**config.mk**
```make
export PLATFORM = sky130hd
export DESIGN_NAME = windowed_velocity_estimator_top
export DESIGN_NICKNAME = d
export VERILOG_FILES = /design/src/wvel_pkg.sv /design/src/wvel_ram.sv /design/src/wvel_div.sv /design/src/windowed_velocity_estimator_top.sv
export SDC_FILE = /design/constraint.sdc
export NUM_CORES = 1
export LEC_CHECK = 0
export BUFFER_PORTS_ARGS = -buffer_cell sky130_fd_sc_hd__buf_2
export CAP_MARGIN = 20
export CORE_ASPECT_RATIO = 1.75
export CORE_MARGIN = 2
export CORE_UTILIZATION = 40
export DETAILED_ROUTE_END_ITERATION = 16
export SLEW_MARGIN = 20
export SYNTH_ARGS = -nofsm -noshare
export SYNTH_HDL_FRONTEND = slang
export SYNTH_HIERARCHICAL = 1
export SYNTH_SLANG_ARGS = --single-unit
```
**constraint.sdc**
```tcl
create_clock -name aclk -period 7 [get_ports aclk]
set_input_delay 1.4 -clock aclk [delete_from_list [all_inputs] [get_ports aclk]]
set_output_delay 1.4 -clock aclk [all_outputs]
set_load 0.005 [all_outputs]
```
**src/wvel_pkg.sv**
```systemverilog
// ----------------------------------------------------------------------------
// wvel_pkg
// shared widths, constants and state type of the windowed velocity estimator
// ----------------------------------------------------------------------------
package wvel_pkg;

    localparam int MAX_WINDOW = 16;
    localparam int IDX_W      = $clog2(MAX_WINDOW);
    localparam int CNT_W      = $clog2(MAX_WINDOW + 1);
    localparam int POS_W      = 12;
    localparam int DELTA_W    = 13;
    localparam int SUM_W      = DELTA_W + IDX_W;
    localparam int RAM_W      = 2 * DELTA_W;
    localparam int WLEN_W     = 5;
    localparam int CMP_W      = (CNT_W > WLEN_W) ? CNT_W : WLEN_W;
    localparam int S_TDATA_W  = 48;
    localparam int M_TDATA_W  = 32;
    localparam int M_TUSER_W  = 2;

    localparam logic [WLEN_W-1:0] WLEN_RESET = WLEN_W'(8);

    typedef enum logic [2:0] {
        ST_IDLE,
        ST_EVAL,
        ST_SUB,
        ST_CHECK,
        ST_DIV,
        ST_OUT
    } state_t;

endpackage

```
**src/wvel_ram.sv**
```systemverilog
// ----------------------------------------------------------------------------
// wvel_ram
// generic single-write, single-read ram with registered read data
// ----------------------------------------------------------------------------
module wvel_ram #(
    parameter int WIDTH = 8,
    parameter int DEPTH = 16
) (
    input  logic                     aclk,
    input  logic                     we,
    input  logic [$clog2(DEPTH)-1:0] waddr,
    input  logic [WIDTH-1:0]         wdata,
    input  logic                     re,
    input  logic [$clog2(DEPTH)-1:0] raddr,
    output logic [WIDTH-1:0]         rdata
);

    logic [WIDTH-1:0] mem [DEPTH];

    always_ff @(posedge aclk) begin
        if (we) begin
            mem[waddr] <= wdata;
        end
        if (re) begin
            rdata <= mem[raddr];
        end
    end

endmodule

```
**src/wvel_div.sv**
```systemverilog
// ----------------------------------------------------------------------------
// wvel_div
// radix-2 restoring divider, signed sum by unsigned count, truncates toward zero
// ----------------------------------------------------------------------------
module wvel_div import wvel_pkg::*; (
    input  logic                      aclk,
    input  logic                      aresetn,
    input  logic                      start,
    input  logic signed [SUM_W-1:0]   dividend,
    input  logic [CNT_W-1:0]          divisor,
    output logic                      done,
    output logic signed [DELTA_W-1:0] quotient
);

    localparam int STEP_W = $clog2(SUM_W + 1);

    logic               busy_reg;
    logic               done_reg;
    logic [STEP_W-1:0]  step_reg;
    logic               neg_reg;
    logic [SUM_W-1:0]   mag_reg;
    logic [CNT_W-1:0]   rem_reg;
    logic [CNT_W-1:0]   div_reg;

    logic [CNT_W:0]     trial;
    logic               ge;
    logic [CNT_W:0]     diff;

    always_comb begin
        trial = {rem_reg, mag_reg[SUM_W-1]};
        ge    = (trial >= {1'b0, div_reg});
        diff  = trial - {1'b0, div_reg};
    end

    always_ff @(posedge aclk) begin
        if (!aresetn) begin
            busy_reg <= 1'b0;
            done_reg <= 1'b0;
            step_reg <= '0;
        end else begin
            done_reg <= 1'b0;
            if (start) begin
                busy_reg <= 1'b1;
                step_reg <= '0;
            end else if (busy_reg) begin
                step_reg <= step_reg + STEP_W'(1);
                if (step_reg == STEP_W'(SUM_W - 1)) begin
                    busy_reg <= 1'b0;
                    done_reg <= 1'b1;
                end
            end
        end
    end

    // magnitude shifts out at the top while quotient bits shift in below
    always_ff @(posedge aclk) begin
        if (start) begin
            neg_reg <= dividend[SUM_W-1];
            mag_reg <= dividend[SUM_W-1] ? (~dividend + SUM_W'(1)) : dividend;
            rem_reg <= '0;
            div_reg <= divisor;
        end else if (busy_reg) begin
            mag_reg <= {mag_reg[SUM_W-2:0], ge};
            rem_reg <= ge ? diff[CNT_W-1:0] : trial[CNT_W-1:0];
        end
    end

    assign done     = done_reg;
    assign quotient = neg_reg ? (~mag_reg[DELTA_W-1:0] + DELTA_W'(1))
                              : mag_reg[DELTA_W-1:0];

endmodule

```
**src/windowed_velocity_estimator_top.sv**
```systemverilog
// ----------------------------------------------------------------------------
// windowed_velocity_estimator_top
// moving-average displacement of a tracked box over a ring of recent deltas
// ----------------------------------------------------------------------------
// usage
//   s_ channel: one box request per frame, s_tdata = pos_x, pos_y, box_width,
//   box_height. m_ channel: one result per box, m_tdata = avg_dx, avg_dy,
//   m_tuser = status, avg_updated. cfg_ channel writes window_len (clamped
//   to 2..MAX_WINDOW in use); write it only while the block is idle.
//   the displacement ring sits in one ram; replacing the oldest entry takes
//   a read of that entry before the sums are updated and the new delta
//   written. whenever the mean is recomputed, a bit-serial divider does it
//   (one quotient bit per cycle, both axes in parallel). one box is in
//   work at a time, s_tready rises again together with m_tvalid. a stalled
//   receiver holds the result in the output register; the next box is
//   still taken and worked, and its result waits until the register frees.
//   reset clears the previous position, the counts, sums and held mean and
//   sets window_len to 8; the ring itself needs no clearing since only
//   written entries are ever read.
// ----------------------------------------------------------------------------
module windowed_velocity_estimator_top import wvel_pkg::*; (
    input  logic                  aclk,
    input  logic                  aresetn,
    // box requests
    input  logic                  s_tvalid,
    output logic                  s_tready,
    // [11:0] pos_x, [23:12] pos_y, [35:24] box_width, [47:36] box_height
    input  logic [S_TDATA_W-1:0]  s_tdata,
    // results
    output logic                  m_tvalid,
    input  logic                  m_tready,
    // [12:0] avg_dx, [25:13] avg_dy, [31:26] zero
    output logic [M_TDATA_W-1:0]  m_tdata,
    // [0] status, [1] avg_updated
    output logic [M_TUSER_W-1:0]  m_tuser,
    // window length register
    input  logic                  cfg_valid,
    output logic                  cfg_ready,
    input  logic [WLEN_W-1:0]     cfg_data
);

    state_t state_reg, state_next;

    // config
    logic [WLEN_W-1:0] wlen_reg;

    // latched request
    logic [POS_W-1:0] x_reg, y_reg, w_reg, h_reg;

    // tracking state
    logic [POS_W-1:0]          prev_x_reg, prev_y_reg;
    logic                      have_prev_reg;
    logic [CNT_W-1:0]          count_reg;
    logic [IDX_W-1:0]          head_reg;
    logic signed [SUM_W-1:0]   sum_dx_reg, sum_dy_reg;
    logic signed [DELTA_W-1:0] held_dx_reg, held_dy_reg;
    logic signed [DELTA_W-1:0] dx_reg, dy_reg;
    logic                      status_reg;
    logic                      updated_reg;

    // output register
    logic                  m_tvalid_reg;
    logic [M_TDATA_W-1:0]  m_tdata_reg;
    logic [M_TUSER_W-1:0]  m_tuser_reg;

    // evaluation of the latched box
    logic                      reject;
    logic                      d_valid;
    logic signed [DELTA_W-1:0] dx, dy;
    logic                      nz;
    logic [CNT_W-1:0]          eff_len;
    logic                      fill;
    logic [CNT_W:0]            slot_sum;
    logic [IDX_W-1:0]          slot_fill;
    logic [IDX_W-1:0]          head_inc;
    logic [CNT_W:0]            repl_sum;
    logic [IDX_W-1:0]          slot_repl;

    // ram and divider control
    logic                      ram_we, ram_re;
    logic [IDX_W-1:0]          ram_waddr;
    logic [RAM_W-1:0]          ram_wdata;
    logic [RAM_W-1:0]          ram_rdata;
    logic signed [DELTA_W-1:0] old_dx, old_dy;
    logic                      div_start;
    logic                      div_done_x, div_done_y, div_done;
    logic signed [DELTA_W-1:0] q_dx, q_dy;
    logic                      out_free;
    logic                      out_load;

    assign cfg_ready = 1'b1;

    always_ff @(posedge aclk) begin
        if (!aresetn) begin
            wlen_reg <= WLEN_RESET;
        end else if (cfg_valid) begin
            wlen_reg <= cfg_data;
        end
    end

    // effective window length, clamped to 2..MAX_WINDOW
    always_comb begin
        if (CMP_W'(wlen_reg) < CMP_W'(2)) begin
            eff_len = CNT_W'(2);
        end else if (CMP_W'(wlen_reg) > CMP_W'(MAX_WINDOW)) begin
            eff_len = CNT_W'(MAX_WINDOW);
        end else begin
            eff_len = CNT_W'(wlen_reg);
        end
    end

    always_comb begin
        reject  = ((x_reg == '0) && (y_reg == '0)) || ((w_reg == '0) && (h_reg == '0));
        d_valid = !reject && have_prev_reg;
        dx      = $signed({1'b0, x_reg}) - $signed({1'b0, prev_x_reg});
        dy      = $signed({1'b0, y_reg}) - $signed({1'b0, prev_y_reg});
        nz      = (dx != '0) || (dy != '0);
        fill    = (count_reg < eff_len);

        // ring slot after the newest entry, modulo the depth
        slot_sum = (CNT_W + 1)'(head_reg) + (CNT_W + 1)'(count_reg);
        if (slot_sum >= (CNT_W + 1)'(MAX_WINDOW)) begin
            slot_sum = slot_sum - (CNT_W + 1)'(MAX_WINDOW);
        end
        slot_fill = slot_sum[IDX_W-1:0];

        // on replacement the head moves on and the newest lands at the tail
        if (head_reg == IDX_W'(MAX_WINDOW - 1)) begin
            head_inc = '0;
        end else begin
            head_inc = head_reg + IDX_W'(1);
        end
        repl_sum = (CNT_W + 1)'(head_inc) + (CNT_W + 1)'(count_reg) - (CNT_W + 1)'(1);
        if (repl_sum >= (CNT_W + 1)'(MAX_WINDOW)) begin
            repl_sum = repl_sum - (CNT_W + 1)'(MAX_WINDOW);
        end
        slot_repl = repl_sum[IDX_W-1:0];
    end

    assign old_dx   = ram_rdata[DELTA_W-1:0];
    assign old_dy   = ram_rdata[RAM_W-1:DELTA_W];
    assign out_free = !m_tvalid_reg || m_tready;
    assign div_done = div_done_x && div_done_y;

    // next state
    always_comb begin
        state_next = state_reg;
        unique case (state_reg)
            ST_IDLE: begin
                if (s_tvalid) state_next = ST_EVAL;
            end
            ST_EVAL: begin
                priority if (!d_valid) state_next = ST_OUT;
                else if (nz && !fill)  state_next = ST_SUB;
                else                   state_next = ST_CHECK;
            end
            ST_SUB: begin
                state_next = ST_CHECK;
            end
            ST_CHECK: begin
                if (count_reg >= CNT_W'(2)) state_next = ST_DIV;
                else                        state_next = ST_OUT;
            end
            ST_DIV: begin
                if (div_done) state_next = ST_OUT;
            end
            ST_OUT: begin
                if (out_free) state_next = ST_IDLE;
            end
            default: state_next = ST_IDLE;
        endcase
    end

    // control outputs
    always_comb begin
        s_tready  = 1'b0;
        ram_we    = 1'b0;
        ram_re    = 1'b0;
        ram_waddr = slot_fill;
        ram_wdata = {dy_reg, dx_reg};
        div_start = 1'b0;
        out_load  = 1'b0;
        unique case (state_reg)
            ST_IDLE: begin
                s_tready = 1'b1;
            end
            ST_EVAL: begin
                // new entry into a free slot, or fetch the oldest to retire it
                ram_we    = d_valid && nz && fill;
                ram_re    = d_valid && nz && !fill;
                ram_waddr = slot_fill;
                ram_wdata = {dy, dx};
            end
            ST_SUB: begin
                ram_we    = 1'b1;
                ram_waddr = slot_repl;
            end
            ST_CHECK: begin
                div_start = (count_reg >= CNT_W'(2));
            end
            ST_DIV: begin
            end
            ST_OUT: begin
                out_load = out_free;
            end
            default: begin
            end
        endcase
    end

    always_ff @(posedge aclk) begin
        if (!aresetn) begin
            state_reg <= ST_IDLE;
        end else begin
            state_reg <= state_next;
        end
    end

    // request latch
    always_ff @(posedge aclk) begin
        if (s_tvalid && s_tready) begin
            x_reg <= s_tdata[11:0];
            y_reg <= s_tdata[23:12];
            w_reg <= s_tdata[35:24];
            h_reg <= s_tdata[47:36];
        end
    end

    // tracking state update
    always_ff @(posedge aclk) begin
        if (!aresetn) begin
            prev_x_reg    <= '0;
            prev_y_reg    <= '0;
            have_prev_reg <= 1'b0;
            count_reg     <= '0;
            head_reg      <= '0;
            sum_dx_reg    <= '0;
            sum_dy_reg    <= '0;
            held_dx_reg   <= '0;
            held_dy_reg   <= '0;
            status_reg    <= 1'b0;
            updated_reg   <= 1'b0;
        end else begin
            unique case (state_reg)
                ST_EVAL: begin
                    status_reg  <= d_valid;
                    updated_reg <= 1'b0;
                    dx_reg      <= dx;
                    dy_reg      <= dy;
                    if (!reject) begin
                        prev_x_reg    <= x_reg;
                        prev_y_reg    <= y_reg;
                        have_prev_reg <= 1'b1;
                    end
                    if (d_valid && nz && fill) begin
                        count_reg  <= count_reg + CNT_W'(1);
                        sum_dx_reg <= sum_dx_reg + SUM_W'(dx);
                        sum_dy_reg <= sum_dy_reg + SUM_W'(dy);
                    end
                end
                ST_SUB: begin
                    // retire the oldest entry, count stays
                    head_reg   <= head_inc;
                    sum_dx_reg <= sum_dx_reg - SUM_W'(old_dx) + SUM_W'(dx_reg);
                    sum_dy_reg <= sum_dy_reg - SUM_W'(old_dy) + SUM_W'(dy_reg);
                end
                ST_DIV: begin
                    if (div_done) begin
                        held_dx_reg <= q_dx;
                        held_dy_reg <= q_dy;
                        updated_reg <= 1'b1;
                    end
                end
                ST_IDLE, ST_CHECK, ST_OUT: begin
                end
                default: begin
                end
            endcase
        end
    end

    // output register, holds while the receiver stalls
    always_ff @(posedge aclk) begin
        if (!aresetn) begin
            m_tvalid_reg <= 1'b0;
        end else if (out_load) begin
            m_tvalid_reg <= 1'b1;
        end else if (m_tready) begin
            m_tvalid_reg <= 1'b0;
        end
    end

    always_ff @(posedge aclk) begin
        if (out_load) begin
            m_tdata_reg <= {(M_TDATA_W - RAM_W)'(0), held_dy_reg, held_dx_reg};
            m_tuser_reg <= {updated_reg, status_reg};
        end
    end

    assign m_tvalid = m_tvalid_reg;
    assign m_tdata  = m_tdata_reg;
    assign m_tuser  = m_tuser_reg;

    // displacement ring
    wvel_ram #(
        .WIDTH (RAM_W),
        .DEPTH (MAX_WINDOW)
    ) u_ring (
        .aclk  (aclk),
        .we    (ram_we),
        .waddr (ram_waddr),
        .wdata (ram_wdata),
        .re    (ram_re),
        .raddr (head_reg),
        .rdata (ram_rdata)
    );

    // per-axis mean
    wvel_div u_div_x (
        .aclk     (aclk),
        .aresetn  (aresetn),
        .start    (div_start),
        .dividend (sum_dx_reg),
        .divisor  (count_reg),
        .done     (div_done_x),
        .quotient (q_dx)
    );

    wvel_div u_div_y (
        .aclk     (aclk),
        .aresetn  (aresetn),
        .start    (div_start),
        .dividend (sum_dy_reg),
        .divisor  (count_reg),
        .done     (div_done_y),
        .quotient (q_dy)
    );

    // checks
    a_count_bound: assert property (@(posedge aclk) disable iff (!aresetn)
        count_reg <= CNT_W'(MAX_WINDOW))
        else $error("delta count beyond window depth");

    a_updated_needs_status: assert property (@(posedge aclk) disable iff (!aresetn)
        m_tvalid && m_tuser[1] |-> m_tuser[0])
        else $error("mean updated without a displacement");

    a_one_in_work: assert property (@(posedge aclk) disable iff (!aresetn)
        s_tvalid && s_tready |=> !s_tready)
        else $error("second request taken while one is in work");

    a_done_in_div: assert property (@(posedge aclk) disable iff (!aresetn)
        div_done_x |-> (state_reg == ST_DIV) && div_done_y)
        else $error("divider finished outside the divide step");

endmodule

```
==> summary.txt, run 1 <==
Status
  – Outcome: finished, final reports clean

CTS
  – Post-CTS setup buffers: 0
  – # H-tree levels: 3
  – Reg clk slew, reported paths: ~0.070 ns
  – Clk Latency, worst-skew pair: roughly 0.65 ns
  – TritonCTS Buffers: 66
  – Cts repair resizes: 0
  – Root Buffer Master: clkbuf_16
  – CTS tree: built
  – # hold bufs at CTS: 0
  – TritonCTS Sinks: slightly above 700
  – Clk buf depth: 3

STA
  – # setup viols final: 0
  – Hold Fails Final Rpt: 0
  – Clock Skews: about 0.027 ns
  – Fmax: 201 MHz
  – Tightest Pin Transition: approximately 1.1 ns
  – Setup WS post-layout: 2.02 ns
  – Fin crit share: 71.2%
  – Slew margin rel.: 25.2%
  – Unrepaired setup endpoints after global routing: no
  – Max Slew Vio Count: 0
  – Setup_tns: 0 ns
  – Post-route minimum period: 4.98 ns

Synth
  – Flop and latch count out of synthesis: a little over 700
  – Synth unique cells: 95
  – Mean Syn Cell Area: roughly 13 sq um
  – Seq/Total Area, Yosys: between 50% and 60%
  – Main synth FF type: edfxtp_1
  – YS warnings: 6
  – Number of flops mapped to enable cells by yosys: between 500 and 600
  – Fraction of registers with async set/reset: 0%
  – Netlist Area Pre-Place: 34500 sq um
  – Gate Count Post-Synth: approximately 2600

Place
  – Placer Congestion: 0.922
  – Dpl hpwl: 60100 microns
  – Dpl ws: between 1.5 and 2 ns
  – Placed cell area: about 36000 sq um
  – I/O Buffers: 87

Worst setup path
  – Critical Path Fanout Max: 14
  – Critical Path AT: between 5 and 6 ns
  – Crit. End Element: flip-flop
  – Crit path cell chain: inv_1 > ha_1 > fa_1 > nor2b_1 > o31a_1 > o22ai_1 > nand4b_1 > a22oi_1 > nor4_4 > nand4_4 > nand2_4 > nand2_2 > nand3b_1 > nor2_2 > buf_4
  – CP peak stage delay: slightly below 0.8 ns
  – Req. time, crit path: about 7.3 ns
  – Slowest CP cell: nor2_2
  – WS Path Type: reg2reg
  – Crit path launch type: flip-flop

GRT
  – Largest net degree at the start of global routing: just over 60
  – All-Layer GR Usage: approximately 20%
  – Vias in the first global route: about 23000
  – Total grt overflow: 0
  – First-pass GRT wire length: 131000 microns
  – Initial antenna violation count: 0

Detailed routing
  – Drt initial violations: between 1000 and 1500
  – Vias per cell: between 5 and 6
  – Wirelength per Cell: about 22 microns
  – Residual DRC: 0
  – DR pass1 iterations: 6
  – Vias: 21400
  – ANT nets after route: 0
  – Routed WL: ~86000 microns

Power
  – Pint: approximately 8.3 mW
  – Pleak: 13.8 nW
  – Logic gate share of total power: approximately 23%
  – Clock power frac: between 30% and 40%
  – VDD IR max: roughly 0.17 mV
  – Psw: roughly 3.6 mW
  – Sw frac: a little under a third
  – Power Dens Cells: ~300 nW/um^2
  – Sequential power share: about 44%

Floorplan
  – Die height: approximately 390 microns
  – Ports: 95
  – Die ar.: between 80000 and 90000 sq um
  – Num rows: between 100 and 150
  – Starting Density: 40.4%
  – CORE AREA: ~85000 sq um
  – Die W: 226 microns

Min path
  – Tightest Hold Check Type: reg2reg

Job
  – Number of max-cap violations: 0

Final layout
  – Most common cell after layout, fill and taps aside: edfxtp_1
  – Commonest non-fill, non-tap cells in the layout: edfxtp_1 (590), inv_1 (223), nand2_1 (184), a21oi_1 (150), nor2_1 (148)
  – # nets final: around 3000
  – Max reg flops: 416
  – Share of layout cells above drive strength 1: between 10% and 20%
  – P&R area growth vs syn: 12.0%
  – Design area: 38600 sq um
  – Post-layout util: between 40% and 50%
  – Fillcell total: roughly 7600
  – ANT cells: 0
[final cells by class]
cell class	count	area (sq um)	area share, %
Multi-Input combinational cell	1555	12900	33.3
Clock inverter	33	458	1.19
Timing Repair Buffer	147	886	2.29
Clock buffer	86	1840	4.77
Inverter	224	841	2.18
Sequential cell	719	20300	52.6
Tap cell	1152	1440	3.73
[worst max-delay path, delay by kind of cell, from the launching register on]
family                     cells  cell delay (ns)
buffers and inverters          2             0.46
adders and majority gates      2             0.63
and+or+nand+nor                8             2.01
AOI/OAI and AO/OA              3             1.15
DFF                            1             0.39
[routing by layer]
metal / up-vias / routed length [microns] / track usage, %
li1: 9924 / - / -
met1: 10700 / 30300 / 20.3
met2: 580 / 46300 / 36.9
met3: 247 / 3550 / 3.12
met4: 0 / 5810 / 12.7
met5: - / 0 / 0
[stage by stage]
| stage | instances | hold WS (ns) | power (mW) |
|---|---|---|---|
| 2_1_floorplan | 2608 | 0.408 | 7.13 |
| 3_3_place_gp | 3797 | 0.414 | 7.97 |
| 3_5_place_dp | 3797 | 0.419 | 8.06 |
| 4_1_cts | 3916 | 0.422 | 11.9 |
| 5_1_grt | 3916 | 0.426 | 12.4 |
| 6_report | 3916 | 0.418 | 11.8 |
[cells in the mapped netlist, types with 12 or more instances]
cell      instances  area share, %
ha_1            122            4.4
o31ai_1          18           0.39
a31oi_1          12           0.22
fa_1             40            2.3
or2_2            12           0.22
nand2b_1         14           0.25
clkbuf_1         66           0.72
a21oi_1         150            2.2
mux2i_1          63            1.8
nor2b_1          19           0.34
a22oi_1          53            1.2
o21a_1           16           0.35
nand4_1          19           0.34
nor3_1           49           0.71
nand2_1         185            2.0
and3_1           16           0.29
nand3_1          32           0.46
mux4_1           36            2.7
a21o_1           23           0.50
mux4_2           68            4.4
nor4_1           21           0.38
edfxtp_1        590             51
or3_1            13           0.24
buf_2            12           0.17
nor2_1          165            1.8
inv_1           223            2.4
o21ai_0          94            1.4
and2_1           12           0.22
xor2_1           36           0.91
xnor2_1          95            2.4
dfxtp_1         129            7.5
[power groups by stage]
| stage | Sequential (mW) | Clock, mW | Combinational, mW |
|---|---|---|---|
| finish | 5.23 | 3.85 | 2.75 |
| CTS | 5.23 | 3.95 | 2.75 |
| global placement | 5.32 | 0 | 2.66 |
| detailed placement | 5.32 | 0 | 2.73 |
| floorplan | 5.26 | 0 | 1.87 |
| global route | 5.25 | 4.09 | 3.02 |
[worst paths after layout]
check | end | slack [ns] | depth (start not counted) | start
min reg2reg | m_tdata[23] | 0.42 | 0 | held_dy_reg[10]
max | u_ring/mem[10][13] | 2.02 | 15 | x_reg[0]
min | m_tdata[23] | 0.42 | 0 | held_dy_reg[10]
max reg2reg | u_ring/mem[10][13] | 2.02 | 15 | x_reg[0]
[cell families after synthesis]
kind of cell             Yosys count  synth area share, %
AND/OR/NAND/NOR                  609                 8.59
adder cells (fa/ha/maj)          162                 6.75
XOR/XNOR                         131                 3.33
buffers and inverters            334                 4.32
other                              2               0.0218
multiplexers                     169                 9.08
AO/OA/AOI/OAI                    477                 9.06
flip-flops                       719                 58.9
Note: power is estimated with default switching activity, not from simulation.
==> run 2: changes to the inputs <==
==> constraint.sdc (replaced) <==
create_clock -name aclk -period 4.1 [get_ports aclk]
set_input_delay 0.82 -clock aclk [delete_from_list [all_inputs] [get_ports aclk]]
set_output_delay 0.82 -clock aclk [all_outputs]
set_load 0.005 [all_outputs]
==> summary.txt, run 2 (synthesis results as in run 1) <==
Status
  – Outcome: finished, final reports clean

STA
  – Fmax: roughly 250 MHz
  – Setup_tns: 0 ns
  – Slew margin rel.: 28.6%
  – Post-route minimum period: approximately 4 ns
  – # setup viols final: 0
  – Fin crit share: between 90% and 100%
  – Max Slew Vio Count: 0
  – Clock Skews: ~0.026 ns
  – Hold Fails Final Rpt: 0
  – Unrepaired setup endpoints after global routing: yes
  – Tightest Pin Transition: approximately 1.1 ns

Final layout
  – P&R area growth vs syn: 19.3%
  – ANT cells: 0
  – Cell Count, Final, Fillers Out: 4112
  – # nets final: approximately 3100
  – Commonest non-fill, non-tap cells in the layout: edfxtp_1 (590), inv_1 (220), buf_4 (213), nand2_1 (183), nor2_1 (146)
  – Share of layout cells above drive strength 1: between 20 and 25%
  – Max reg flops: 416
  – Most common cell after layout, fill and taps aside: edfxtp_1

Place
  – Placed cell count: around 4000
  – Placer Congestion: about 0.87
  – I/O Buffers: between 80 and 90
  – Dpl hpwl: between 60000 and 70000 microns

GRT
  – Initial antenna violation count: 0
  – All-Layer GR Usage: roughly a fifth
  – Total grt overflow: 0
  – Vias in the first global route: approximately 23000
  – First-pass GRT wire length: approximately 140000 microns
  – Largest net degree at the start of global routing: ~110

Worst setup path
  – WS Path Type: reg2reg
  – CP Buf/Inv Count: 6
  – CP peak stage delay: 0.47 ns
  – R2r setup slk: ~0.03 ns
  – Critical path's most frequent cell: buf_4
  – Crit path launch type: flip-flop
  – Crit path cell chain: ha_1 > nor2b_1 > o2111a_2 > or4_1 > and2_4 > ha_2 > or3_4 > a311oi_4 > nor3_2 > o31ai_2 > buf_4 > buf_4 > buf_4 > buf_4 > buf_4 > buf_4 > xnor2_1 > mux2i_1 > a21oi_1
  – Crit. End Element: flip-flop
  – Req. time, crit path: between 4 and 5 ns
  – FF-to-FF End: sum_dy_reg[11]
  – Critical Path AT: ~4.7 ns
  – R2R depth: 19
  – Delay-heaviest family, CP: simple AND/OR/NAND/NOR gates
  – Critical Path Fanout Max: 4
  – Reg2reg start: y_reg[1]
  – Slowest CP cell: or4_1

CTS
  – CTS tree: built
  – # hold bufs at CTS: 0
  – Root Buffer Master: clkbuf_16
  – TritonCTS Buffers: 66
  – Clk buf depth: 3
  – Reg clk slew, reported paths: ~0.070 ns
  – # H-tree levels: 3
  – Clk Latency, worst-skew pair: about 0.65 ns
  – TritonCTS Sinks: around 700

Floorplan
  – Die W: between 200 and 250 microns
  – Starting Density: about two fifths
  – Num rows: 142
  – CORE AREA: approximately 85000 sq um
  – Ports: 95
  – Die height: 392 microns
  – Die ar.: a little under 90000 sq um

Min path
  – Min-delay src: s_tdata[21]
  – Worst hold path depth: 1
  – Tightest Hold Check Type: in2reg
  – Hold-critical path endpoint: y_reg[9]

Detailed routing
  – Residual DRC: 0
  – Vias: 22100
  – Vias per cell: between 5 and 6
  – DR pass1 iterations: 5
  – Routed WL: between 80000 and 90000 microns
  – Drt initial violations: between 1000 and 1500
  – Wirelength per Cell: around 22 microns
  – ANT nets after route: 0

Power
  – Power Dens Cells: around 520 nW/um^2
  – VDD IR max: 0.305 mV
  – Pleak: about 15 nW

Job
  – Number of max-cap violations: 0
[run 2: cell count changes in the layout (fill, tap and decap cells not counted), moves of 5 or more]
| cell | delta |
|---|---|
| a21oi_1 | -8 |
| a21oi_2 | +8 |
| buf_6 | +5 |
| nor3_4 | +6 |
| buf_12 | +33 |
| buf_4 | +153 |
| ha_1 | -11 |
| o31ai_1 | -5 |
| ha_4 | +7 |
[run 2: repair_timing]
item / 4_1_cts / 5_1_grt
setup buffers: 18 / 8
gates resized for setup: 26 / 63
pin swaps: 16 / 38
setup endpoints to repair: 58 / 35
[run 2: worst max-delay path by stage]
stage / startpoint / endpoint / depth (start not counted)
CTS: x_reg[0] / u_ring/mem[2][19] / 16
floorplan: x_reg[0] / u_ring/mem[1][0] / 15
global placement: x_reg[1] / sum_dx_reg[16] / 17
finish: y_reg[1] / sum_dy_reg[11] / 19
detailed placement: y_reg[1] / sum_dy_reg[15] / 16
global route: y_reg[0] / sum_dy_reg[16] / 20
[run 2: stage by stage]
| step | utilization, % | setup slack (ns) | area, sq um | total power [mW] | hold slack [ns] |
|---|---|---|---|---|---|
| final | 48.2 | 0.0300 | 41200 | 21.4 | 0.344 |
| after global routing | 48.2 | -0.196 | 41200 | 22.4 | 0.332 |
| after CTS | 47.6 | -0.0681 | 40700 | 21.3 | 0.297 |
| after detailed placement | 44.6 | -0.271 | 38100 | 14.3 | 0.413 |
| after global placement | 44.5 | -0.285 | 38000 | 14.2 | 0.412 |
| after floorplan | - | -0.349 | 34600 | 12.2 | 0.408 |
[run 2: routing by layer]
layer  track usage [%]  vias to the layer above  routed length (microns)
met5                 0                        -                        0
met4              12.0                        0                     5230
met3              2.57                      207                     2830
met2              38.8                      476                    48900
met1              21.2                    11100                    32500
li1                  -                    10300                        -
[run 2: area by class of cell]
cell class | instances | area, sq um
timing repair buffer | 341 | 2830
fill | 7432 | 44300
clock inverter | 38 | 558
tap | 1152 | 1440
clock buffer | 83 | 1820
multi-input combinational | 1555 | 13300
sequential | 719 | 20300
inverter | 224 | 845
[run 2: power by group]
group | switching (mW) | total [mW] | internal (mW)
Combinational | 3.39 | 5.80 | 2.41
Clock | 2.78 | 6.78 | 4.00
Sequential | 0.212 | 8.87 | 8.66
Total | 6.38 | 21.4 | 15.1
==> run 3: changes to the inputs <==
==> constraint.sdc (replaced) <==
create_clock -name aclk -period 4.45 [get_ports aclk]
set_input_delay 0.89 -clock aclk [delete_from_list [all_inputs] [get_ports aclk]]
set_output_delay 0.89 -clock aclk [all_outputs]
set_load 0.005 [all_outputs]
==> summary.txt, run 3 (synthesis results as in run 1) <==
Status
  – Outcome: finished, final reports clean

Worst setup path
  – Critical Path AT: 4.87 ns
  – Crit. End Element: flip-flop
  – WS Path Type: reg2reg
  – Critical Path Fanout Max: 5
  – Req. time, crit path: 5.00 ns
  – Crit path launch type: flip-flop

STA
  – Fin crit share: between 90% and 100%
  – Max Slew Vio Count: 0
  – Slew margin rel.: 34.2%
  – # setup viols final: 0
  – Tightest Pin Transition: about 1 ns
  – Unrepaired setup endpoints after global routing: yes
  – Fmax: about 230 MHz
  – Post-route minimum period: ~4.3 ns
  – Clock Skews: ~0.03 ns
  – Setup_tns: 0 ns
  – Hold Fails Final Rpt: 0

Detailed routing
  – ANT nets after route: 0
  – Drt initial violations: around 1500
  – Vias: 21600
  – DR pass1 iterations: 5
  – Routed WL: around 87000 microns
  – Residual DRC: 0
  – Vias per cell: around 5.4
  – Wirelength per Cell: around 22 microns

Floorplan
  – Die ar.: between 80000 and 90000 sq um
  – Num rows: 142
  – Die W: between 200 and 250 microns
  – Ports: 95
  – Die height: roughly 390 microns
  – CORE AREA: 85500 sq um
  – Starting Density: 40.4%

CTS
  – Reg clk slew, reported paths: approximately 0.070 ns
  – Root Buffer Master: clkbuf_16
  – TritonCTS Buffers: slightly below 70
  – Clk buf depth: 3
  – # H-tree levels: 3
  – Post-CTS setup buffers: 0
  – CTS tree: built
  – # hold bufs at CTS: 0
  – TritonCTS Sinks: 719
  – Clk Latency, worst-skew pair: between 0.6 and 0.7 ns

Final layout
  – Share of layout cells above drive strength 1: 16.1%
  – Max reg flops: between 400 and 500
  – Most common cell after layout, fill and taps aside: edfxtp_1
  – P&R area growth vs syn: 13.8%
  – # nets final: around 3000
  – Design area: ~39000 sq um
  – Commonest non-fill, non-tap cells in the layout: edfxtp_1 (590), inv_1 (223), nand2_1 (184), a21oi_1 (149), nor2_1 (148)

Power
  – VDD IR max: 0.259 mV
  – Power Dens Cells: around 480 nW/um^2
  – Pleak: around 14 nW

GRT
  – All-Layer GR Usage: slightly below 20%
  – Initial antenna violation count: 2
  – Vias in the first global route: roughly 23000
  – Total grt overflow: 0
  – First-pass GRT wire length: around 130000 microns
  – Largest net degree at the start of global routing: between 100 and 150

Place
  – Placed cell area: about 37000 sq um
  – I/O Buffers: 87
  – Placer Congestion: between 0.9 and 1
  – Dpl hpwl: 59200 microns

Min path
  – Tightest Hold Check Type: in2reg

Job
  – Number of max-cap violations: 0
## run 3: cell types whose count changed in the layout (fill, tap and decap cells not counted), sizes merged
cell,before,now
buf,341,205
clkinvlp,1,6
clkinv,23,15
diode,0,2
bufinv,13,10
nor2,166,169
## run 3: cell type report
type,count,area (sq um)
clock inverters,32,463
well taps,1152,1440
multi-input cells,1558,12900
fillers,7505,46200
repair buffers,205,1440
flip-flops and latches,719,20300
inverters,224,841
diodes,2,5.00
clock buffers,83,1830
## run 3: what timing repair did
item                                    in CTS  in global routing
endpoints found under the hold margin        0                  0
gates resized for setup                      0                  7
endpoints found under the setup margin       0                 42
## run 3: critical path: stages (launching register included)
cell and delay [ns]:
edfxtp_1 0.44, ha_1 0.32, nor2b_1 0.14, o31a_1 0.31, o31a_1 0.35, a311oi_2 0.32
a21oi_2 0.05, buf_4 0.18, ha_1 0.31, and3_1 0.18, a311oi_2 0.31, a21oi_1 0.13
nand4_1 0.11, nand4b_1 0.12, a21oi_1 0.19, xnor2_1 0.14, or3b_2 0.47, a41oi_2 0.14
## run 3: through the flow
stage	total power, mW	hold WS [ns]	std cells	util (%)	setup slack (ns)
2_1_floorplan	11.2	0.408	2608	-	-0.203
3_3_place_gp	12.7	0.414	3855	43.2	0.194
3_5_place_dp	12.8	0.415	3855	43.2	0.126
4_1_cts	18.9	0.363	3970	45.9	0.0897
5_1_grt	19.6	0.384	3975	45.9	-0.0620
6_report	18.8	0.419	3975	45.9	0.133
## run 3: worst paths after layout
| check | from | to | slack, ns | cells past startpoint |
|---|---|---|---|---|
| worst max-delay path | x_reg[1] | sum_dx_reg[16] | 0.13 | 17 |
| worst min-delay path | s_tdata[19] | y_reg[7] | 0.42 | 1 |
| worst max register to register | x_reg[1] | sum_dx_reg[16] | 0.13 | 17 |
| worst min register to register | held_dy_reg[2] | m_tdata[15] | 0.43 | 0 |
## run 3: report_power, final
part	internal, mW	leakage [nW]	total [mW]	switching, mW
Combinational	1.73	6.60	4.53	2.80
Sequential	7.98	6.40	8.20	0.220
Clock	3.52	1.10	6.08	2.55
Total	13.2	14.1	18.8	5.57
## run 3: per-layer routing
layer,vias to the layer above,wire (microns),GRT usage [%]
li1,10000,-,-
met1,10800,31300,20.7
met2,539,47800,37.9
met3,185,3660,3.09
met4,0,4200,9.57
met5,-,0,0
